===== config.mk =====
export PLATFORM = sky130hd
export DESIGN_NAME = rms_level_meter_dbfs_top
export DESIGN_NICKNAME = d
export VERILOG_FILES = /design/src/rlm_pkg.sv /design/src/rlm_log2.sv /design/src/rlm_front.sv /design/src/rlm_queue.sv /design/src/rlm_back.sv /design/src/rms_level_meter_dbfs_top.sv
export SDC_FILE = /design/constraint.sdc
export NUM_CORES = 2
export LEC_CHECK = 0
export ABC_CLOCK_PERIOD_IN_PS = 9200
export BUFFER_PORTS_ARGS = -buffer_cell sky130_fd_sc_hd__buf_2
export CORE_ASPECT_RATIO = 0.5
export CORE_MARGIN = 2
export CORE_UTILIZATION = 35
export CTS_CLUSTER_DIAMETER = 200
export DETAILED_ROUTE_END_ITERATION = 6
export PLACE_DENSITY = 0.47
export SETUP_SLACK_MARGIN = 0.05
export SYNTH_ARGS = -nofsm -noshare
export SYNTH_HDL_FRONTEND = slang
export SYNTH_SLANG_ARGS = --single-unit

===== constraint.sdc =====
create_clock -name clk_i -period 9.2 [get_ports clk_i]
set_clock_uncertainty 0.1 [all_clocks]
set_input_delay 0.46 -clock clk_i [delete_from_list [all_inputs] [get_ports clk_i]]
set_output_delay 0.46 -clock clk_i [all_outputs]
set_load 0.01 [all_outputs]

===== src/rlm_pkg.sv =====
// Shared constants for the RMS level meter.
`timescale 1ns / 1ps
`default_nettype none
package rlm_pkg;

  localparam int unsigned LOG_FRAC_W      = 24;
  localparam int unsigned FULL_SCALE_LOG2 = 30;
  localparam int unsigned FULL_SCALE_Q    = FULL_SCALE_LOG2 << LOG_FRAC_W;
  localparam int unsigned DB_K_W          = 26;
  localparam logic [DB_K_W-1:0] DB_PER_LOG2_Q16 = 26'd50504453;
  localparam int unsigned ROUND_SHIFT     = 40;
  localparam logic [63:0] ROUND_HALF      = 64'd1 << (ROUND_SHIFT - 1);
  localparam logic [16:0] LEVEL_MAG_MAX   = 17'd32768;
  localparam logic [15:0] LEVEL_ZERO_BLK  = 16'hA000;
  localparam int unsigned SAMPLE_W        = 16;
  localparam int unsigned SQUARE_W        = 31;

endpackage
`default_nettype wire


===== src/rlm_log2.sv =====
// Multi-cycle log2 unit: bit-serial normalize, then one squaring step per fraction bit.
`timescale 1ns / 1ps
`default_nettype none
module rlm_log2 #(
  parameter int unsigned W = 43,
  localparam int unsigned RW = $clog2(W) + rlm_pkg::LOG_FRAC_W
) (
  input  wire logic          clk_i,
  input  wire logic          rst_ni,
  input  wire logic          start_i,
  input  wire logic [W-1:0]  x_i,
  output logic               done_o,
  output logic [RW-1:0]      result_o
);
  import rlm_pkg::*;

  localparam int unsigned NW  = W + 32;
  localparam int unsigned EW  = $clog2(W);
  localparam int unsigned IW  = $clog2(LOG_FRAC_W);

  localparam logic [1:0] L_IDLE = 2'd0;
  localparam logic [1:0] L_NORM = 2'd1;
  localparam logic [1:0] L_FRAC = 2'd2;

  logic [1:0]            state_q;
  logic [NW-1:0]         n_q;
  logic [EW-1:0]         e_q;
  logic [31:0]           m_q;
  logic [LOG_FRAC_W-1:0] frac_q;
  logic [IW-1:0]         iter_q;
  logic                  done_q;
  logic [63:0]           sq;
  logic [31:0]           m_d;

  assign sq  = m_q * m_q;
  assign m_d = sq[63] ? sq[63:32] : sq[62:31];

  always_ff @(posedge clk_i or negedge rst_ni) begin
    if (!rst_ni) begin
      state_q <= L_IDLE;
      done_q  <= 1'b0;
    end else begin
      done_q <= 1'b0;
      case (state_q)
        L_IDLE: begin
          if (start_i) begin
            state_q <= L_NORM;
          end
        end
        L_NORM: begin
          if (n_q[NW-1]) begin
            state_q <= L_FRAC;
          end
        end
        L_FRAC: begin
          if (iter_q == IW'(LOG_FRAC_W - 1)) begin
            state_q <= L_IDLE;
            done_q  <= 1'b1;
          end
        end
        default: begin
          state_q <= L_IDLE;
        end
      endcase
    end
  end

  always_ff @(posedge clk_i) begin
    case (state_q)
      L_IDLE: begin
        if (start_i) begin
          n_q <= {x_i, 32'd0};
          e_q <= EW'(W - 1);
        end
      end
      L_NORM: begin
        if (n_q[NW-1]) begin
          m_q    <= n_q[NW-1 -: 32];
          iter_q <= '0;
        end else begin
          n_q <= {n_q[NW-2:0], 1'b0};
          e_q <= e_q - EW'(1);
        end
      end
      L_FRAC: begin
        m_q    <= m_d;
        frac_q <= {frac_q[LOG_FRAC_W-2:0], sq[63]};
        iter_q <= iter_q + IW'(1);
      end
      default: begin
      end
    endcase
  end

  assign done_o   = done_q;
  assign result_o = {e_q, frac_q};

  a_norm_nonzero: assert property (@(posedge clk_i) disable iff (!rst_ni)
    state_q == L_NORM |-> n_q != '0)
    else $error("log2 normalize started on zero");

endmodule
`default_nettype wire


===== src/rlm_front.sv =====
// Front end: accepts samples, accumulates squares and counts, forms queue entries.
`timescale 1ns / 1ps
`default_nettype none
module rlm_front #(
  parameter int unsigned MAX_BLOCK_SAMPLES = 4096,
  parameter int unsigned CNT_W = 13,
  parameter int unsigned SUM_W = 43
) (
  input  wire logic               clk_i,
  input  wire logic               rst_ni,
  input  wire logic               valid_i,
  output logic                    stall_o,
  input  wire logic signed [15:0] sample_i,
  input  wire logic               last_i,
  input  wire logic               full_i,
  output logic                    push_o,
  output logic [SUM_W-1:0]        sum_o,
  output logic [CNT_W-1:0]        cnt_o
);
  import rlm_pkg::*;

  logic [SUM_W-1:0]   sum_q;
  logic [CNT_W-1:0]   cnt_q;
  logic signed [31:0] sq;
  logic               below_max;

  assign sq        = sample_i * sample_i;
  assign below_max = cnt_q < CNT_W'(MAX_BLOCK_SAMPLES);
  assign sum_o     = below_max ? sum_q + SUM_W'(sq[SQUARE_W-1:0]) : sum_q;
  assign cnt_o     = below_max ? cnt_q + CNT_W'(1) : cnt_q;
  assign stall_o   = full_i;
  assign push_o    = valid_i && !full_i;

  always_ff @(posedge clk_i or negedge rst_ni) begin
    if (!rst_ni) begin
      sum_q <= '0;
      cnt_q <= '0;
    end else if (push_o) begin
      if (last_i) begin
        sum_q <= '0;
        cnt_q <= '0;
      end else begin
        sum_q <= sum_o;
        cnt_q <= cnt_o;
      end
    end
  end

endmodule
`default_nettype wire


===== src/rlm_queue.sv =====
// Two-entry queue between the front end and the back end.
`timescale 1ns / 1ps
`default_nettype none
module rlm_queue #(
  parameter int unsigned DATA_W = 73
) (
  input  wire logic              clk_i,
  input  wire logic              rst_ni,
  input  wire logic              push_i,
  input  wire logic [DATA_W-1:0] data_i,
  output logic                   full_o,
  output logic                   valid_o,
  output logic [DATA_W-1:0]      data_o,
  input  wire logic              pop_i
);
  localparam int unsigned DEPTH = 2;
  localparam int unsigned PTR_W = $clog2(DEPTH);

  logic [DATA_W-1:0] mem_q [DEPTH];
  logic [PTR_W-1:0]  wr_ptr_q;
  logic [PTR_W-1:0]  rd_ptr_q;
  logic [PTR_W:0]    fill_q;

  assign full_o  = fill_q == (PTR_W + 1)'(DEPTH);
  assign valid_o = fill_q != '0;
  assign data_o  = mem_q[rd_ptr_q];

  always_ff @(posedge clk_i or negedge rst_ni) begin
    if (!rst_ni) begin
      wr_ptr_q <= '0;
      rd_ptr_q <= '0;
      fill_q   <= '0;
    end else begin
      if (push_i) begin
        wr_ptr_q <= wr_ptr_q + PTR_W'(1);
      end
      if (pop_i) begin
        rd_ptr_q <= rd_ptr_q + PTR_W'(1);
      end
      if (push_i && !pop_i) begin
        fill_q <= fill_q + (PTR_W + 1)'(1);
      end else if (pop_i && !push_i) begin
        fill_q <= fill_q - (PTR_W + 1)'(1);
      end
    end
  end

  always_ff @(posedge clk_i) begin
    if (push_i) begin
      mem_q[wr_ptr_q] <= data_i;
    end
  end

  a_no_push_full: assert property (@(posedge clk_i) disable iff (!rst_ni)
    push_i |-> !full_o || pop_i)
    else $error("push into full queue");

endmodule
`default_nettype wire


===== src/rlm_back.sv =====
// Back end: block level computation and the output register.
`timescale 1ns / 1ps
`default_nettype none
module rlm_back #(
  parameter int unsigned CNT_W = 13,
  parameter int unsigned SUM_W = 43,
  localparam int unsigned ENTRY_W = 17 + SUM_W + CNT_W
) (
  input  wire logic               clk_i,
  input  wire logic               rst_ni,
  input  wire logic               q_valid_i,
  input  wire logic [ENTRY_W-1:0] q_data_i,
  output logic                    q_pop_o,
  output logic                    out_valid_o,
  input  wire logic               out_stall_i,
  output logic signed [15:0]      sample_out_o,
  output logic                    level_valid_o,
  output logic signed [15:0]      level_db_o
);
  import rlm_pkg::*;

  localparam int unsigned RW    = $clog2(SUM_W) + LOG_FRAC_W;
  localparam int unsigned DW    = RW + 2;
  localparam int unsigned MAG_W = RW + 1;
  localparam int unsigned PW    = MAG_W + DB_K_W;
  localparam int unsigned QW    = PW + 1 - ROUND_SHIFT;

  localparam logic [2:0] S_IDLE = 3'd0;
  localparam logic [2:0] S_LSUM = 3'd1;
  localparam logic [2:0] S_LCNT = 3'd2;
  localparam logic [2:0] S_MUL  = 3'd3;
  localparam logic [2:0] S_RND  = 3'd4;
  localparam logic [2:0] S_OUT  = 3'd5;

  logic [2:0]         state_q;
  logic [15:0]        sample_q;
  logic [CNT_W-1:0]   cnt_q;
  logic [RW-1:0]      ls_q;
  logic [MAG_W-1:0]   mag_q;
  logic [PW-1:0]      prod_q;
  logic [15:0]        level_q;
  logic               out_valid_q;
  logic               out_valid_d;
  logic [15:0]        sample_out_q;
  logic               level_valid_q;
  logic [15:0]        level_db_q;

  logic [15:0]        e_sample;
  logic               e_last;
  logic [SUM_W-1:0]   e_sum;
  logic [CNT_W-1:0]   e_cnt;
  logic               can_load;
  logic               out_load;
  logic               zero_blk;
  logic               log_start;
  logic [SUM_W-1:0]   log_x;
  logic               log_done;
  logic [RW-1:0]      log_res;
  logic signed [DW-1:0] diff;
  logic signed [DW-1:0] neg_diff;
  logic [PW-1:0]      mult;
  logic [PW:0]        rnd;
  logic [QW-1:0]      q;
  logic [16:0]        q_sat;
  logic [16:0]        neg_level;

  assign {e_sample, e_last, e_sum, e_cnt} = q_data_i;

  assign can_load = !out_valid_q || !out_stall_i;
  assign zero_blk = (e_sum == '0) || (e_cnt == '0);
  assign q_pop_o  = (state_q == S_IDLE) && q_valid_i && (e_last || can_load);
  assign out_load = (q_pop_o && !e_last) || ((state_q == S_OUT) && can_load);
  assign out_valid_d = out_load || (out_valid_q && out_stall_i);
  assign log_start = (q_pop_o && e_last && !zero_blk) || (state_q == S_LSUM && log_done);
  assign log_x     = (state_q == S_IDLE) ? e_sum : SUM_W'(cnt_q);

  rlm_log2 #(
    .W (SUM_W)
  ) u_log2 (
    .clk_i    (clk_i),
    .rst_ni   (rst_ni),
    .start_i  (log_start),
    .x_i      (log_x),
    .done_o   (log_done),
    .result_o (log_res)
  );

  assign diff = $signed({2'b00, ls_q}) - $signed({2'b00, log_res})
              - $signed(DW'(FULL_SCALE_Q));
  assign neg_diff = -diff;
  assign mult  = mag_q * DB_PER_LOG2_Q16;
  assign rnd   = {1'b0, prod_q} + (PW + 1)'(ROUND_HALF);
  assign q     = rnd[PW:ROUND_SHIFT];
  assign q_sat = (q > QW'(LEVEL_MAG_MAX)) ? LEVEL_MAG_MAX : q[16:0];
  assign neg_level = 17'd0 - q_sat;

  always_ff @(posedge clk_i or negedge rst_ni) begin
    if (!rst_ni) begin
      state_q     <= S_IDLE;
      out_valid_q <= 1'b0;
    end else begin
      out_valid_q <= out_valid_d;
      case (state_q)
        S_IDLE: begin
          if (q_pop_o && e_last) begin
            if (zero_blk) begin
              state_q <= S_OUT;
            end else begin
              state_q <= S_LSUM;
            end
          end
        end
        S_LSUM: begin
          if (log_done) begin
            state_q <= S_LCNT;
          end
        end
        S_LCNT: begin
          if (log_done) begin
            state_q <= S_MUL;
          end
        end
        S_MUL: begin
          state_q <= S_RND;
        end
        S_RND: begin
          state_q <= S_OUT;
        end
        S_OUT: begin
          if (can_load) begin
            state_q <= S_IDLE;
          end
        end
        default: begin
          state_q <= S_IDLE;
        end
      endcase
    end
  end

  always_ff @(posedge clk_i) begin
    case (state_q)
      S_IDLE: begin
        if (q_pop_o) begin
          sample_q <= e_sample;
          cnt_q    <= e_cnt;
          level_q  <= LEVEL_ZERO_BLK;
          if (!e_last) begin
            sample_out_q  <= e_sample;
            level_valid_q <= 1'b0;
            level_db_q    <= '0;
          end
        end
      end
      S_LSUM: begin
        if (log_done) begin
          ls_q <= log_res;
        end
      end
      S_LCNT: begin
        if (log_done) begin
          mag_q <= diff[DW-1] ? neg_diff[MAG_W-1:0] : '0;
        end
      end
      S_MUL: begin
        prod_q <= mult;
      end
      S_RND: begin
        level_q <= neg_level[15:0];
      end
      S_OUT: begin
        if (can_load) begin
          sample_out_q  <= sample_q;
          level_valid_q <= 1'b1;
          level_db_q    <= level_q;
        end
      end
      default: begin
      end
    endcase
  end

  assign out_valid_o   = out_valid_q;
  assign sample_out_o  = sample_out_q;
  assign level_valid_o = level_valid_q;
  assign level_db_o    = level_db_q;

  a_pop_valid: assert property (@(posedge clk_i) disable iff (!rst_ni)
    q_pop_o |-> q_valid_i)
    else $error("pop from empty queue");

  a_plain_level_zero: assert property (@(posedge clk_i) disable iff (!rst_ni)
    out_valid_o && !level_valid_o |-> level_db_o == 16'sd0)
    else $error("level on a non-final sample");

  a_level_nonpos: assert property (@(posedge clk_i) disable iff (!rst_ni)
    out_valid_o && level_valid_o |-> level_db_o[15] || level_db_o == 16'sd0)
    else $error("positive block level");

endmodule
`default_nettype wire


===== src/rms_level_meter_dbfs_top.sv =====
// Top level of the block RMS level meter with sample pass-through.
//
//   channel  direction  handshake               payload
//   in       input      in_valid_i / in_stall_o  sample_i, last_of_block_i
//   out      output     out_valid_o / out_stall_i sample_out_o, level_valid_o, level_db_o
//
// A non-final sample passes through the queue into the output register, one per cycle
// while the back end is idle and the output does not stall. A block-end sample holds the
// back end for two serial log2 runs (normalize shift, 24 squarings), multiply, round and
// output; an all-zero block goes straight to output.
// Reset clears the accumulator, counter, queue and all control state; no clearing pass.
// Output stall holds the output register; the input stalls once the queue holds two.
`timescale 1ns / 1ps
`default_nettype none
module rms_level_meter_dbfs_top #(
  parameter int unsigned MAX_BLOCK_SAMPLES = 4096
) (
  input  wire logic               clk_i,
  input  wire logic               rst_ni,
  input  wire logic               in_valid_i,
  output logic                    in_stall_o,
  input  wire logic signed [15:0] sample_i,
  input  wire logic               last_of_block_i,
  output logic                    out_valid_o,
  input  wire logic               out_stall_i,
  output logic signed [15:0]      sample_out_o,
  output logic                    level_valid_o,
  output logic signed [15:0]      level_db_o
);
  import rlm_pkg::*;

  localparam int unsigned CNT_W   = $clog2(MAX_BLOCK_SAMPLES + 1);
  localparam int unsigned SUM_W   = FULL_SCALE_LOG2 + CNT_W;
  localparam int unsigned ENTRY_W = SAMPLE_W + 1 + SUM_W + CNT_W;

  logic               q_full;
  logic               q_push;
  logic               q_valid;
  logic               q_pop;
  logic [SUM_W-1:0]   f_sum;
  logic [CNT_W-1:0]   f_cnt;
  logic [ENTRY_W-1:0] q_wdata;
  logic [ENTRY_W-1:0] q_rdata;

  rlm_front #(
    .MAX_BLOCK_SAMPLES (MAX_BLOCK_SAMPLES),
    .CNT_W             (CNT_W),
    .SUM_W             (SUM_W)
  ) u_front (
    .clk_i    (clk_i),
    .rst_ni   (rst_ni),
    .valid_i  (in_valid_i),
    .stall_o  (in_stall_o),
    .sample_i (sample_i),
    .last_i   (last_of_block_i),
    .full_i   (q_full),
    .push_o   (q_push),
    .sum_o    (f_sum),
    .cnt_o    (f_cnt)
  );

  assign q_wdata = {sample_i, last_of_block_i, f_sum, f_cnt};

  rlm_queue #(
    .DATA_W (ENTRY_W)
  ) u_queue (
    .clk_i   (clk_i),
    .rst_ni  (rst_ni),
    .push_i  (q_push),
    .data_i  (q_wdata),
    .full_o  (q_full),
    .valid_o (q_valid),
    .data_o  (q_rdata),
    .pop_i   (q_pop)
  );

  rlm_back #(
    .CNT_W (CNT_W),
    .SUM_W (SUM_W)
  ) u_back (
    .clk_i         (clk_i),
    .rst_ni        (rst_ni),
    .q_valid_i     (q_valid),
    .q_data_i      (q_rdata),
    .q_pop_o       (q_pop),
    .out_valid_o   (out_valid_o),
    .out_stall_i   (out_stall_i),
    .sample_out_o  (sample_out_o),
    .level_valid_o (level_valid_o),
    .level_db_o    (level_db_o)
  );

endmodule
`default_nettype wire


* After elaboration in Yosys (flattened, before gate mapping)
Memory sizes are Yosys's and may differ from the RTL's.
Cells that the tools add are included.
** Word-level totals
- Register bits :: 405
- Memory bits (writable) :: 146
- Output and inout port bits :: 35
- Memories :: 1
** Memories
- u_queue.mem_q :: depth 2, bits a word 73, rd ports 1, clocked after memory_dff 0, write ports 1, line rlm_queue.sv:19 : logic [DATA_W-1:0] mem_q [DEPTH];
** Operators by class
- $add $sub $neg :: 13
- Multiply operators :: 3
- $lt $le $gt $ge :: 2
- Equality and inequality tests :: 19
- Mux-type cells :: 47
- Reduce and logical (&&, ||, !) cells :: 44
** Operator list (number)
- 75-bit 2-to-1 mux :: 2
- 75-bit case mux with 2 select lines :: 1
- 43-bit 2-to-1 mux :: 3
- 16-bit 2-to-1 mux :: 8
- 16-bit case mux with 2 select lines :: 3
- 32-bit by 32-bit multiplier with 64-bit output :: 1
- 32-bit 2-to-1 mux :: 2
- 32-bit case mux with 2 select lines :: 1
- 57-bit by 40-bit adder with 58-bit output (second input constant) :: 1
- 31-bit by 26-bit multiplier with 57-bit output (second input constant) :: 1
- 43-bit by 31-bit adder with 43-bit output :: 1
- 43-bit zero test :: 1
- 31-bit by 30-bit subtractor with 32-bit output (second input constant) :: 1
- 16-bit by 16-bit multiplier with 31-bit output :: 1
- 31-bit negation :: 1
- 30-bit by 30-bit subtractor with 31-bit output :: 1
- 13-bit 2-to-1 mux :: 2
- 18-bit by 16-bit > comparator with 1-bit output (second input constant) :: 1
- 3-bit case mux with 6 select lines :: 1
- 1-bit by 16-bit subtractor with 16-bit output (first input constant) :: 1
- 3-bit 2-to-1 mux :: 5
- 13-bit by 1-bit adder with 13-bit output (second input constant) :: 1
- 13-bit zero test :: 1
- 13-bit < comparator (second input constant) :: 1
- 30 further kinds :: 86

* Logic depth before layout (Yosys ltp)
- Depth after elaboration :: 9
- Gate-level depth with buffers :: 36
- Mapped depth without buffers :: 35

* By module
From an unflattened synthesis, not the netlist that was laid out.
** Unflattened totals
- Cell total of the unflattened synthesis :: 7397
- Area, all modules :: 73488.0 µm²
** Modules (own cells, without submodules)
- rlm_log2 :: times used 1, cells each 3675, area an instance 35310.1 µm², sequential area each 4279.1 µm²
- rlm_back :: times used 1, cells each 1910, area an instance 18861.8 µm², sequential area each 4814.6 µm²
- rlm_front :: times used 1, cells each 1569, area an instance 13611.8 µm², sequential area each 1401.3 µm²
- rlm_queue :: times used 1, cells each 243, area an instance 5704.2 µm², sequential area each 4484.3 µm²

* Worst setup path before layout
OpenSTA, ideal clock, no wires.
- Kind :: input-to-reg
- Start :: input port sample_i[1]
- End :: memory u_queue.mem_q[0][47] (data pin)
- Setup time :: 0.264 ns
- Arrival :: 8.077 ns
- Data required time :: 8.836 ns
- Path slack :: 0.759 ns
- Stages on the path :: 30
- Buffers on the path :: 2
- Cells stage by stage :: clkbuf_1 -> clkbuf_1 -> nand2_1 -> fa_1 -> fa_1 -> fa_1 -> fa_1 -> inv_1 -> fa_1 -> inv_1 -> fa_1 -> inv_1 -> ha_1 -> a21o_1 -> a21oi_1 -> o21ai_0 -> a211o_1 -> a21oi_1 -> o21ba_2 -> xnor2_1 -> ha_1 -> a21o_1 -> a21o_1 -> a21o_1 -> a31o_2 -> a2111oi_0 -> o31ai_1 -> a221o_1 -> and4_1 -> xor2_1
** Between the ends
- Longest elaborated chain between the ends :: 3
** RTL lines
- start, declared :: line rms_level_meter_dbfs_top.sv:22 : input wire logic signed [15:0] sample_i,
- 16-bit by 16-bit multiplier with 31-bit output :: line rlm_front.sv:27 : assign sq = sample_i * sample_i;
- 43-bit by 31-bit adder with 43-bit output :: line rlm_front.sv:29 : assign sum_o = below_max ? sum_q + SUM_W'(sq[SQUARE_W-1:0]) : sum_q;
- 43-bit 2-to-1 mux :: line rlm_front.sv:29
- net f_sum[34] :: line rms_level_meter_dbfs_top.sv:40 : logic [SUM_W-1:0] f_sum;
- end, declared :: line rlm_queue.sv:19
The timed path passes the listed nets, and every way through them passes these cells.

* Final worst setup path
- Start :: register u_back.u_log2.m_q[11]
- End :: register u_back.u_log2.m_q[22] (data pin)
** Between the ends
- Longest elaborated chain between the ends :: 3
** RTL lines
- start, declared :: line rlm_log2.sv:28 : logic [31:0] m_q;
- start signal, assigned :: line rlm_log2.sv:78 : m_q <= n_q[NW-1 -: 32];
- start signal, assigned :: line rlm_log2.sv:86 : m_q <= m_d;
- 32-bit by 32-bit multiplier with 64-bit output :: line rlm_log2.sv:35 : assign sq = m_q * m_q;
- 32-bit 2-to-1 mux :: line rlm_log2.sv:36 : assign m_d = sq[63] ? sq[63:32] : sq[62:31];
- 32-bit case mux with 2 select lines :: line rlm_log2.sv:69 : case (state_q)
No other way between the ends.
A chain may end at the register's enable or synchronous reset.

==> flow_summary_export.csv <==
group,metric,value,unit
critical_path,cpMaxStageDelayCell,"fa_1",
yosys,syn_avg_cell_area,10.1,µm²
clocking,clk_path_buf_depth,3,
critical_path,end_kind,"flop",
clocking,clock_latency,0.68,ns
clocking,htreeDepth,2,
global_route,grt_pass1_vias,49400,
hold_path,hold_path.startpoint,"sample_i[3]",
die,fp.coreArea,0.200,mm²
sta,final.min_clock_period,8.78,ns
die,pin_count,56,
yosys,synth_compound_area_share,6.68,%
critical_path,path_class,"reg -> reg",
final_layout,areaGrowthSynthToFinish,10.1,%
yosys,synth_fa_ha_area_share,46.9,%
die,initial_utilization,35.2,%
detailed_routing,drt_iter0_drc,2548,
critical_path,r2r-start,"u_back.u_log2.m_q[11]",
global_route,grt.overflow.total,0,
final_layout,drive_gt1_share,6.57,%
global_route,grt_pass1_wl,292,mm
place,gp_congestion,0.859,
critical_path,worst_ep_required_time,9.49,ns
sta,fmax,114,MHz
critical_path,slowest_delay,0.55,ns
die,std_cell_rows,116,
yosys,yosysUniqueCellTypes,86,
place,hpwl,154,mm
die,dieArea,0.205,mm²
yosys,synth_area,0.0705,mm²
yosys,synthCells,7007,
clocking,numCtsBuffers,61,
critical_path,critPathLaunch,"u_back.u_log2.m_q[11]",
final_layout,finalNonFillerCells,9836,
clocking,cts.sinks,510,
yosys,syn_nets,8952,
yosys,synth-simple-area-share,10.5,%
sta,relSlewSlack,25.6,%
yosys,synthXorXnorAreaFrac,2.93,%
sta,setup_violations,0,
hold_path,min_path_type,"in -> reg",
place,dp.cells,9709,
sta,finalCritPeriodShare,95.4,%
sta,finalSetupTns,0,ns
final_layout,postLayoutCoreUtil,38.8,%
sta,setup_ws,0.422,ns
yosys,ys.warnings.count,0,
detailed_routing,ant_nets,0,
yosys,seq_area_frac_synth,21.2,%
detailed_routing,drc,0,
clocking,clk_pin_slew,0.06,ns
yosys,synth_mux_area_share,1.36,%
final_layout,nNetsFinal,9071,
detailed_routing,wl_per_cell,18.8,µm
detailed_routing,vias,46200,
status,status,"completed",
sta,worst_pin_slew,1.12,ns
detailed_routing,wl,185,mm
critical_path,cp-start-kind,"flop",
yosys,synth_top_family_by_area,"adder cells",
global_route,antenna_found_initial,7,
critical_path,worstPathMaxFanout,5,
clocking,cts_tree,"built",
die,die_y,321,µm
critical_path,timing.critical_path.mode_cell,"fa_1",
final_layout,fillers,20000,
global_route,grt_usage,18.5,%
clocking,root_buffer,"clkbuf_16",
sta,final_hold_viol_count,0,
detailed_routing,drtPass1Iterations,7,
sta,rsz0062_at_grt,"true",
yosys,synthArstFlopShare,13.1,%
flow_run,cap_violations,0,
place,numPortBuffers,55,
yosys,synth-main-ff-cell,"edfxtp_1",
sta,maxSlewViolCount,0,
die,die_w,639,µm
detailed_routing,via_per_inst,4.70,
yosys,synth_edf_count,443,
yosys,ys_seq_elements,510,
critical_path,worstPathArrival,9.07,ns
global_route,grt_max_degree,67,
place,place_ws,0.0421,ns
## Yosys cell counts, types with 83 or more instances
cell type | instances | area share (%)
fa_1 | 1200 | 34
a21oi_1 | 170 | 1.2
inv_1 | 1722 | 9.2
ha_1 | 724 | 13
xnor2_1 | 153 | 1.9
a21o_1 | 83 | 0.88
nor2_1 | 333 | 1.8
and2_1 | 242 | 2.1
o21ai_0 | 184 | 1.3
nand2_1 | 634 | 3.4
clkbuf_1 | 196 | 1.0
edfxtp_1 | 443 | 19
## state kept, by name, indices dropped and copies added, names as in the netlist, 5 cells and up
| name | flops |
|---|---|
| u_back.mag_q | 31 |
| u_back.level_q | 16 |
| u_queue.mem_q | 146 |
| u_front.sum_q | 43 |
| u_back.u_log2.m_q | 32 |
| u_back.u_log2.iter_q | 5 |
| u_back.cnt_q | 13 |
| u_back.prod_q | 18 |
| u_back.u_log2.e_q | 6 |
| u_back.level_db_o | 16 |
| u_back.u_log2.frac_q | 24 |
| u_back.sample_q | 16 |
| u_front.cnt_q | 13 |
| u_back.sample_out_o | 16 |
| u_back.u_log2.n_q | 73 |
| u_back.ls_q | 30 |
## timing repair
item                                   in CTS  in global routing
pin swaps                                   0                  3
hold buffers                                2                  0
endpoints found under the hold margin       1                  0
setup endpoints to repair                   6                 31
buffers inserted                            0                  7
gates resized for setup                     1                 14
## stage by stage
step | instance area [µm²] | hold WS [ns]
2_1_floorplan | 70500 | 0.0644
3_3_place_gp | 75300 | 0.167
3_5_place_dp | 75300 | 0.167
4_1_cts | 77500 | 0.0540
5_1_grt | 77600 | 0.0584
6_report | 77600 | 0.0909
## logic make-up (layout without fill, tap and decap cells)
family	Yosys count	in the layout
AND/OR/NAND/NOR	1578	1578
flip-flops	510	510
other	1	3
buffers and inverters	1942	2114
adder cells (fa/ha/maj)	1924	1924
multiplexers	91	91
AO/OA/AOI/OAI	727	727
XOR/XNOR	234	234
## final cells by class
type | instances | area [µm²] | area share (%)
Sequential cell | 510 | 15000 | 19.3
Timing Repair Buffer | 266 | 2240 | 2.88
Clock inverter | 41 | 557 | 0.717
Multi-Input combinational cell | 4555 | 48400 | 62.4
Antenna cell | 2 | 5.00 | 0.00645
Tap cell | 2655 | 3320 | 4.28
Inverter | 1732 | 6500 | 8.38
Clock buffer | 75 | 1610 | 2.07
## critical path: cells and delay by family, from the launching register on
kind | cells | cell delay, ns
compound gates | 6 | 1.45
xor+xnor | 1 | 0.16
fa+ha+maj | 9 | 4.27
buf+inv | 9 | 1.00
flops | 1 | 0.53
simple gates | 5 | 0.97
## worst paths after layout
| kind | slack [ns] | to | cells after the start |
|---|---|---|---|
| max | 0.42 | u_back.u_log2.m_q[22] | 30 |
| min | 0.09 | u_queue.mem_q[1][60] | 1 |
| max reg2reg | 0.42 | u_back.u_log2.m_q[22] | 30 |
| min in group asynchronous | 0.55 | u_front.sum_q[19] | 3 |
| max in group asynchronous | 7.69 | u_front.cnt_q[12] | 3 |
| min reg2reg | 0.35 | u_back.ls_q[23] | 0 |
## layer usage
| metal | up-vias | wire length (µm) | track usage [%] |
|---|---|---|---|
| met5 | - | 13 | 0 |
| met4 | 2 | 3730 | 3.88 |
| met3 | 148 | 7160 | 1.99 |
| met2 | 697 | 83000 | 29.5 |
| met1 | 23200 | 91100 | 27.0 |
| li1 | 22200 | - | - |
## cells in the final DEF (no fill, tap or decap), drive strengths merged, types with 80 or more instances in the layout
cell type  Yosys  final
xnor2        153    153
a21oi        171    171
inv         1727   1730
nand2        634    634
xor2          80     80
nor2         333    333
edfxtp       443    443
o21ai        195    195
a21o          83     83
fa          1200   1200
ha           724    724
buf           14    264
and2         242    242
Power is left out: the tool's default activity adds up to more than one toggle a clock period on the data nets, which glitch-free logic cannot reach.
